[src/hw/rtl/spr_pkg.sv]
// ----------------------------------------------------------------------------
// spr_pkg
// Shared types and codes for the streaming pattern replace block: payload
// structs, configuration register indexes and cell control groups.
// ----------------------------------------------------------------------------
`default_nettype none

package spr_pkg;

    // configuration port geometry
    localparam int CFG_DATA_W = 64;
    localparam int CFG_IDX_W  = 2;
    localparam int LEN_W      = 4;

    // configuration register indexes
    typedef enum logic [CFG_IDX_W-1:0] {
        CFG_PATTERN_BYTES      = 2'd0,
        CFG_PATTERN_LENGTH     = 2'd1,
        CFG_REPLACEMENT_BYTES  = 2'd2,
        CFG_REPLACEMENT_LENGTH = 2'd3
    } t_cfg_idx;

    // one input transaction
    typedef struct packed {
        logic [7:0] in_byte;
        logic       end_of_text;
    } t_in_item;

    // one output transaction
    typedef struct packed {
        logic [7:0] out_byte;
        logic       byte_valid;
        logic       run_last;
        logic       text_end;
    } t_out_item;

    // control for one lookahead window cell
    typedef struct packed {
        logic at_tail;  // this cell is the next free slot
        logic wr;       // an input transaction is accepted
        logic shift;    // take the neighbor's view
    } t_wcell_ctl;

    // control for one output burst cell
    typedef struct packed {
        logic load;     // parallel load of a new burst
        logic shift;    // move toward the output end
    } t_bcell_ctl;

endpackage : spr_pkg

`default_nettype wire

[src/hw/rtl/spr_win_cell.sv]
// ----------------------------------------------------------------------------
// spr_win_cell
// One byte slot of the lookahead window. Shows its byte with the incoming
// byte appended, compares it to its pattern byte and shifts in its
// neighbor's view when the oldest byte leaves the window.
// ----------------------------------------------------------------------------
`default_nettype none

module spr_win_cell
    import spr_pkg::*;
(
    input  wire logic       i_clk,
    input  wire t_wcell_ctl i_ctl,
    input  wire logic [7:0] i_new_byte,
    input  wire logic [7:0] i_nbr_view,
    input  wire logic [7:0] i_pat_byte,
    output logic      [7:0] o_view,
    output logic            o_match
);

    logic [7:0] r_byte;
    logic [7:0] n_byte;

    // contents as seen with the incoming byte appended
    assign o_view  = i_ctl.at_tail ? i_new_byte : r_byte;
    assign o_match = (o_view == i_pat_byte);

    // shift from neighbor or capture the incoming byte
    always_comb begin
        n_byte = r_byte;
        if (i_ctl.shift) begin
            n_byte = i_nbr_view;
        end else if (i_ctl.wr && i_ctl.at_tail) begin
            n_byte = i_new_byte;
        end
    end

    always_ff @(posedge i_clk) begin
        r_byte <= n_byte;
    end

endmodule : spr_win_cell

`default_nettype wire

[src/hw/rtl/spr_burst_cell.sv]
// ----------------------------------------------------------------------------
// spr_burst_cell
// One slot of the output burst buffer. Loads a byte in parallel with its
// neighbors and then passes it one slot toward the output per result.
// ----------------------------------------------------------------------------
`default_nettype none

module spr_burst_cell
    import spr_pkg::*;
(
    input  wire logic       i_clk,
    input  wire t_bcell_ctl i_ctl,
    input  wire logic [7:0] i_load_byte,
    input  wire logic [7:0] i_nbr_byte,
    output logic      [7:0] o_byte
);

    logic [7:0] r_byte;
    logic [7:0] n_byte;

    // load wins over shift
    always_comb begin
        n_byte = r_byte;
        if (i_ctl.load) begin
            n_byte = i_load_byte;
        end else if (i_ctl.shift) begin
            n_byte = i_nbr_byte;
        end
    end

    always_ff @(posedge i_clk) begin
        r_byte <= n_byte;
    end

    assign o_byte = r_byte;

endmodule : spr_burst_cell

`default_nettype wire

[src/hw/rtl/stream_pattern_replace_core.sv]
// ----------------------------------------------------------------------------
// stream_pattern_replace_core
// Streaming find and replace. Text enters one byte per transaction and every
// non-overlapping occurrence of the configured pattern (1 to MAX_PATTERN
// bytes), found left to right, leaves as the configured replacement (0 to
// MAX_REPLACEMENT bytes); the leftover lookahead bytes are flushed at end of
// text, and a text that ends with nothing to emit yields one byte-less end
// marker. The row of window cells compares and shifts in the same cycle that
// an input transaction is taken and loads its results into a burst buffer
// that emits one result per cycle into an output register while the output
// is not stalled. A byte that yields at most one result therefore sustains
// one transaction per cycle when the output is not stalled, and one that
// yields more than one result holds the input while the burst buffer emits them.
// A result passes the burst buffer and then the output register. Configuration
// must be written only while the block is idle; the block does not enforce it.
// ----------------------------------------------------------------------------
`default_nettype none

module stream_pattern_replace_core
    import spr_pkg::*;
#(
    parameter int MAX_PATTERN     = 8,
    parameter int MAX_REPLACEMENT = 8
)(
    input  wire logic                  i_clk,
    input  wire logic                  i_rst_n,
    // configuration write port
    input  wire logic                  i_cfg_we,
    input  wire logic [CFG_IDX_W-1:0]  i_cfg_idx,
    input  wire logic [CFG_DATA_W-1:0] i_cfg_wdata,
    // text input channel
    input  wire logic                  i_in_valid,
    output logic                       o_in_stall,
    input  wire t_in_item              i_in_data,
    // result output channel
    output logic                       o_out_valid,
    input  wire logic                  i_out_stall,
    output t_out_item                  o_out_data
);

    localparam int BURST_D = (MAX_PATTERN > MAX_REPLACEMENT) ? MAX_PATTERN
                                                             : MAX_REPLACEMENT;
    localparam int FILL_W  = $clog2(MAX_PATTERN + 1);
    localparam int CNT_W   = $clog2(BURST_D + 1);
    localparam logic [LEN_W-1:0] PMAX = LEN_W'(MAX_PATTERN);
    localparam logic [LEN_W-1:0] RMAX = LEN_W'(MAX_REPLACEMENT);

    // configuration registers
    logic [8*MAX_PATTERN-1:0]     r_pat;
    logic [LEN_W-1:0]             r_plen;
    logic [8*MAX_REPLACEMENT-1:0] r_repl;
    logic [LEN_W-1:0]             r_rlen;

    // window and burst control state
    logic [FILL_W-1:0] r_fill;
    logic [FILL_W-1:0] n_fill;
    logic [CNT_W-1:0]  r_bcnt;
    logic [CNT_W-1:0]  n_bcnt;
    logic              r_bmark;
    logic              r_beot;
    logic              r_ov;
    t_out_item         r_out;

    logic [FILL_W-1:0] eff_plen;
    logic [CNT_W-1:0]  eff_rlen;
    logic [FILL_W-1:0] fill_inc;
    logic              in_acc;
    logic              eot;
    logic              b_adv;
    logic              hit_all;
    logic              hit;
    logic              marker;
    logic [CNT_W-1:0]  n_res;
    logic              b_load;

    logic [7:0]             view [MAX_PATTERN];
    logic [MAX_PATTERN-1:0] match;
    logic [7:0]             b_byte [BURST_D];
    logic [7:0]             ld_byte [BURST_D];
    t_wcell_ctl             wctl [MAX_PATTERN];
    t_bcell_ctl             bctl;

    // configuration writes
    always_ff @(posedge i_clk) begin
        if (!i_rst_n) begin
            r_pat  <= '0;
            r_plen <= LEN_W'(1);
            r_repl <= '0;
            r_rlen <= '0;
        end else if (i_cfg_we) begin
            case (i_cfg_idx)
                CFG_PATTERN_BYTES:      r_pat  <= i_cfg_wdata[8*MAX_PATTERN-1:0];
                CFG_PATTERN_LENGTH:     r_plen <= i_cfg_wdata[LEN_W-1:0];
                CFG_REPLACEMENT_BYTES:  r_repl <= i_cfg_wdata[8*MAX_REPLACEMENT-1:0];
                CFG_REPLACEMENT_LENGTH: r_rlen <= i_cfg_wdata[LEN_W-1:0];
                default: ;
            endcase
        end
    end

    // effective lengths: zero pattern length acts as one, both saturate
    always_comb begin
        if (r_plen == '0) begin
            eff_plen = FILL_W'(1);
        end else if (r_plen > PMAX) begin
            eff_plen = FILL_W'(MAX_PATTERN);
        end else begin
            eff_plen = FILL_W'(r_plen);
        end
        if (r_rlen > RMAX) begin
            eff_rlen = CNT_W'(MAX_REPLACEMENT);
        end else begin
            eff_rlen = CNT_W'(r_rlen);
        end
    end

    // handshakes: burst buffer drains into the output register
    assign b_adv      = (r_bcnt != '0) && (!r_ov || !i_out_stall);
    assign o_in_stall = !((r_bcnt == '0) || ((r_bcnt == CNT_W'(1)) && b_adv));
    assign in_acc     = i_in_valid && !o_in_stall;
    assign eot        = i_in_data.end_of_text;
    assign fill_inc   = r_fill + FILL_W'(1);

    // row of window cells
    for (genvar gi = 0; gi < MAX_PATTERN; gi++) begin : g_win
        logic [7:0] nbr;
        if (gi == MAX_PATTERN - 1) begin : g_last
            assign nbr = i_in_data.in_byte;
        end else begin : g_mid
            assign nbr = view[gi+1];
        end
        assign wctl[gi].at_tail = (r_fill == FILL_W'(gi));
        assign wctl[gi].wr      = in_acc;
        assign wctl[gi].shift   = in_acc && !hit && !eot && (fill_inc >= eff_plen);

        spr_win_cell u_cell (
            .i_clk      (i_clk),
            .i_ctl      (wctl[gi]),
            .i_new_byte (i_in_data.in_byte),
            .i_nbr_view (nbr),
            .i_pat_byte (r_pat[8*gi +: 8]),
            .o_view     (view[gi]),
            .o_match    (match[gi])
        );
    end

    // full window against pattern
    always_comb begin
        hit_all = 1'b1;
        for (int i = 0; i < MAX_PATTERN; i++) begin
            if ((FILL_W'(i) < eff_plen) && !match[i]) begin
                hit_all = 1'b0;
            end
        end
    end
    assign hit = (fill_inc == eff_plen) && hit_all;

    // results caused by this transaction
    always_comb begin
        marker = 1'b0;
        if (hit) begin
            if ((eff_rlen == '0) && eot) begin
                n_res  = CNT_W'(1);
                marker = 1'b1;
            end else begin
                n_res = eff_rlen;
            end
        end else if (eot) begin
            n_res = CNT_W'(fill_inc);
        end else if (fill_inc >= eff_plen) begin
            n_res = CNT_W'(1);
        end else begin
            n_res = '0;
        end
    end
    assign b_load = in_acc && (n_res != '0);

    // window fill
    always_comb begin
        n_fill = r_fill;
        if (in_acc) begin
            if (hit || eot) begin
                n_fill = '0;
            end else if (fill_inc < eff_plen) begin
                n_fill = fill_inc;
            end
        end
    end

    always_ff @(posedge i_clk) begin
        if (!i_rst_n) begin
            r_fill <= '0;
        end else begin
            r_fill <= n_fill;
        end
    end

    // burst buffer cells
    assign bctl.load  = b_load;
    assign bctl.shift = b_adv;

    for (genvar gk = 0; gk < BURST_D; gk++) begin : g_burst
        logic [7:0] repl_k;
        logic [7:0] view_k;
        logic [7:0] nbr;
        if (gk < MAX_REPLACEMENT) begin : g_rep
            assign repl_k = r_repl[8*gk +: 8];
        end else begin : g_rep_none
            assign repl_k = '0;
        end
        if (gk < MAX_PATTERN) begin : g_view
            assign view_k = view[gk];
        end else begin : g_view_none
            assign view_k = '0;
        end
        if (gk == BURST_D - 1) begin : g_last
            assign nbr = '0;
        end else begin : g_mid
            assign nbr = b_byte[gk+1];
        end
        assign ld_byte[gk] = marker ? 8'h00 : (hit ? repl_k : view_k);

        spr_burst_cell u_cell (
            .i_clk       (i_clk),
            .i_ctl       (bctl),
            .i_load_byte (ld_byte[gk]),
            .i_nbr_byte  (nbr),
            .o_byte      (b_byte[gk])
        );
    end

    // burst count and flags
    always_comb begin
        n_bcnt = r_bcnt;
        if (b_load) begin
            n_bcnt = n_res;
        end else if (b_adv) begin
            n_bcnt = r_bcnt - CNT_W'(1);
        end
    end

    always_ff @(posedge i_clk) begin
        if (!i_rst_n) begin
            r_bcnt <= '0;
        end else begin
            r_bcnt <= n_bcnt;
        end
    end

    always_ff @(posedge i_clk) begin
        if (b_load) begin
            r_bmark <= marker;
            r_beot  <= eot;
        end
    end

    // output register
    always_ff @(posedge i_clk) begin
        if (!i_rst_n) begin
            r_ov <= 1'b0;
        end else if (b_adv) begin
            r_ov <= 1'b1;
        end else if (!i_out_stall) begin
            r_ov <= 1'b0;
        end
    end

    always_ff @(posedge i_clk) begin
        if (b_adv) begin
            r_out.out_byte   <= b_byte[0];
            r_out.byte_valid <= !r_bmark;
            r_out.run_last   <= (r_bcnt == CNT_W'(1));
            r_out.text_end   <= r_beot && (r_bcnt == CNT_W'(1));
        end
    end

    assign o_out_valid = r_ov;
    assign o_out_data  = r_out;

    // checks
    a_fill_below_max: assert property (@(posedge i_clk) disable iff (!i_rst_n)
        r_fill < FILL_W'(MAX_PATTERN))
        else $error("window fill reached its depth");

    a_bcnt_in_range: assert property (@(posedge i_clk) disable iff (!i_rst_n)
        r_bcnt <= CNT_W'(BURST_D))
        else $error("burst count beyond buffer depth");

    a_eot_empties: assert property (@(posedge i_clk) disable iff (!i_rst_n)
        in_acc && eot |=> r_fill == '0)
        else $error("window not emptied at end of text");

    a_end_is_last: assert property (@(posedge i_clk) disable iff (!i_rst_n)
        r_ov && r_out.text_end |-> r_out.run_last)
        else $error("text end without run last");

    a_marker_ends: assert property (@(posedge i_clk) disable iff (!i_rst_n)
        r_ov && !r_out.byte_valid |-> r_out.text_end && (r_out.out_byte == 8'h00))
        else $error("end marker in the middle of a text");

endmodule : stream_pattern_replace_core

`default_nettype wire

[config.mk]
export PLATFORM = sky130hd
export DESIGN_NAME = stream_pattern_replace_core
export DESIGN_NICKNAME = d
export VERILOG_FILES = /design/src/hw/rtl/spr_pkg.sv /design/src/hw/rtl/spr_win_cell.sv /design/src/hw/rtl/spr_burst_cell.sv /design/src/hw/rtl/stream_pattern_replace_core.sv
export SDC_FILE = /design/constraint.sdc
export NUM_CORES = 1
export LEC_CHECK = 0
export BUFFER_PORTS_ARGS = -buffer_cell sky130_fd_sc_hd__buf_2
export CORE_MARGIN = 4
export CORE_UTILIZATION = 25
export CTS_CLUSTER_SIZE = 40
export DETAILED_ROUTE_END_ITERATION = 12
export PLACE_DENSITY_LB_ADDON = 0.3
export SLEW_MARGIN = 20
export SYNTH_ARGS = -nofsm -noshare
export SYNTH_HDL_FRONTEND = slang
export SYNTH_SLANG_ARGS = --single-unit
export TNS_END_PERCENT = 10
[constraint.sdc]
create_clock -name i_clk -period 5.8 [get_ports i_clk]
set_input_delay 0.58 -clock i_clk [delete_from_list [all_inputs] [get_ports i_clk]]
set_output_delay 0.58 -clock i_clk [all_outputs]
set_load 0.01 [all_outputs]
==> summary.txt <==
Clock tree
  – Setup bufs post-CTS: 0
  – Clock Latency Late Sink: 0.54 ns
  – CTS max path bufs: 3
  – Clock tree root buffer cell: clkbuf_16
  – CTS tree: built
  – Post-CTS Hold Fix Bufs: 0
  – CTS clk-pin slew, worst paths: 0.06 ns
  – CTS resizes: 0
  – Sink Count: 286
  – H-tree levels: 2
  – TritonCTS Buffers: 35

Layout
  – Post-Layout Cell Count: 2,309
  – Share of cells above drive strength 1: 16.2%
  – Area Overhead vs Synth: 17.2%
  – FF+latch area: 7140 um^2
  – Final #Nets: 1,615
  – Area of the multi-input gates: 6630 um^2
  – FILL cells: 5,921

Global routing
  – Largest net degree at the start of global routing: 74
  – Number of global-route vias before repair: 11,000
  – Total GRT Usage: 14.8%
  – Initial antenna violation count: 4
  – First-pass GRT wire length: 69.4 mm
  – Grt total ovfl: 0

STA
  – Count of pins over their slew limit: 0
  – Setup TNS: 0 ns
  – Hold Fails Final Rpt: 0
  – Worst relative slew slack: 33.4%
  – # setup viols final: 0
  – RSZ-0062 raised after global routing: false
  – Peak Freq: 188 MHz
  – Clock Skews: 0.0211 ns
  – Tmin final: 5.33 ns
  – Slew at the pin closest to its max-slew limit: 0.991 ns
  – Period Utilization, post-route: 91.9%

Detailed routing
  – DRT Pass-1 Iters: 5
  – Via count: 11,100
  – Post-route antenna net violation count: 0
  – Drt initial violations: 746
  – Drt drc: 0
  – WL per Instance: 19.8 um
  – Vias per cell: 4.80
  – Total wire length: 45.8 mm

Min path
  – Hold Crit Class: in -> reg

Floorplanning
  – Num ports: 93
  – Die width: 247 um
  – Die Y-Extent: 247 um
  – Rows: 87
  – Floorplan core area: 56,500 um^2
  – Initial Util: 25.3%
  – Die ar.: 61,100 um^2

Yosys
  – Syn Inst Count: 1,459
  – Warnings from Yosys: 0
  – Main synth FF type: dfxtp_1
  – Post-synth EDFFs: 141
  – Syn_area_per_cell: 9.80 um^2
  – Synth async-reset ratio: 0%
  – Syn_nets: 1,550
  – Post-synthesis sequential area ratio: 49.9%
  – Post-synth cell types: 65
  – Syn Std Cell Area: 14,300 um^2
  – Seq cells post-synth: 286

Run status
  – Status: finished, final reports clean

Placed design
  – Input/output buffers: 92
  – Gpl congestion: 0.834
  – Placed cells: 2,243
  – DPL Wire Length: 31.8 mm

Pwr
  – Pwr Total: 6.60 mW
  – Pleak: 5.84 nW
  – Peak supply drop: 0.313 mV
  – Pwr/cell area: 394 nW/um^2

Critical path
  – Critical path class: reg -> reg
  – Crit Path Max Fanout: 25
  – Crit path arrival time: 5.60 ns
  – WP data required: 6.07 ns
  – CP endpoint kind: register
  – Critical path launch point type: register

Flow run
  – MaxCap Viol Count: 0
==> final timing paths <==
| path | start | endpoint | slack, ns | cells past startpoint |
|---|---|---|---|---|
| worst max-delay path | r_fill[0] | g_burst[5].u_cell.o_byte[3] | 0.47 | 14 |
| worst max register to register | r_fill[0] | g_burst[5].u_cell.o_byte[3] | 0.47 | 14 |
| worst min register to register | g_burst[0].u_cell.o_byte[2] | o_out_data[5] | 0.42 | 0 |
| worst min-delay path | i_cfg_wdata[24] | r_pat[24] | 0.28 | 3 |
==> flip-flops by register name (all words and copies together), names as in the netlist <==
| name | count |
|---|---|
| g_burst.u_cell.o_byte | 64 |
| g_win.u_cell.r_byte | 64 |
| o_out_data | 11 |
| o_out_valid | 1 |
| r_bcnt | 4 |
| r_beot | 1 |
| r_bmark | 1 |
| r_fill | 4 |
| r_pat | 64 |
| r_plen | 4 |
| r_repl | 64 |
| r_rlen | 4 |
==> Yosys cell counts (5+ instances only) <==
library cell    n  area [um^2]
nand2_1       334         1250
a21oi_1       165          826
mux2i_1       153         1530
dfxtp_1       145         2900
edfxtp_1      141         4230
clkbuf_1       71          267
nor2_1         61          229
inv_1          37          139
mux2_2         33          372
o22ai_1        29          181
xnor2_1        22          193
mux2_4         21          315
xor2_1         21          184
nor3_1         17         85.1
nor2b_1        15         93.8
buf_2          14         70.1
mux2_1         14          158
o21ai_0        12         60.1
a211oi_1       11         82.6
ha_1           11          138
nand2b_1        9         56.3
nand4_1         9         56.3
nor4_1          9         56.3
a21o_1          7         52.6
nand3_1         7         35.0
nand3b_1        7         52.6
buf_1           5         18.8
nor3b_1         5         37.5
==> layout make-up <==
cell class	count	area share, %
Sequential cell	286	42.6
Clock buffer	50	5.93
Inverter	42	0.956
Clock inverter	14	0.821
Tap cell	756	5.64
Antenna cell	2	0.0299
Multi-Input combinational cell	1033	39.5
Timing Repair Buffer	126	4.49
==> through the flow <==
stage | area, um^2 | setup slack [ns] | util (%) | hold WS, ns
final | 16800 | 0.472 | 29.7 | 0.284
after global routing | 16800 | 0.130 | 29.7 | 0.274
after detailed placement | 15600 | 0.675 | 27.7 | 0.405
after floorplan | 14300 | 0.600 | - | 0.400
after global placement | 15600 | 0.719 | 27.7 | 0.407
after CTS | 16800 | 0.610 | 29.7 | 0.252
==> logic make-up after synthesis <==
family / count (synthesis) / synth area share (%)
AND/OR/NAND/NOR: 498 / 15.1
flip-flops: 286 / 49.9
AO/OA/AOI/OAI: 260 / 10.6
multiplexers: 221 / 16.6
buffers and inverters: 140 / 4.09
XOR/XNOR: 43 / 2.63
adder cells (fa/ha/maj): 11 / 0.963
==> cells in the final DEF (no fill, tap or decap), types with 17 or more instances in the layout <==
| cell | count |
|---|---|
| edfxtp_1 | 141 |
| mux2_2 | 33 |
| dfxtp_1 | 145 |
| buf_2 | 92 |
| nor2_1 | 60 |
| clkbuf_16 | 36 |
| mux2i_1 | 153 |
| xnor2_1 | 22 |
| buf_4 | 31 |
| nand2_1 | 332 |
| a21oi_1 | 165 |
| nor3_1 | 17 |
| xor2_1 | 21 |
| o22ai_1 | 29 |
| inv_1 | 37 |
| mux2_4 | 21 |
==> critical path: stages, from the launching register on <==
cell and delay (ns):
dfxtp_1 0.46, ha_1 0.26, nor3b_4 0.51, buf_4 0.28
mux2i_1 0.33, o22ai_1 0.16, a2111oi_2 0.23, or4b_1 0.57
nor4_1 0.31, a32oi_1 0.25, nor4b_4 0.37, mux2_4 0.37
inv_2 0.28, buf_12 0.26, mux2_2 0.36
==> power by group <==
part	switching [mW]	internal (mW)	total [mW]
clock	0.875	1.29	2.16
combinational	0.835	0.607	1.44
sequential	0.240	2.76	3.00
==> metal layers <==
layer / up-vias / GRT usage (%) / share of wire, %
li1: 5268 / - / -
met1: 5433 / 19.6 / 44
met3: 73 / 2.10 / 5.5
met4: 2 / 3.80 / 2.1
met2: 316 / 25.3 / 48
met5: - / 0 / 0.026
No activity file was read; power rests on OpenSTA's default activity.
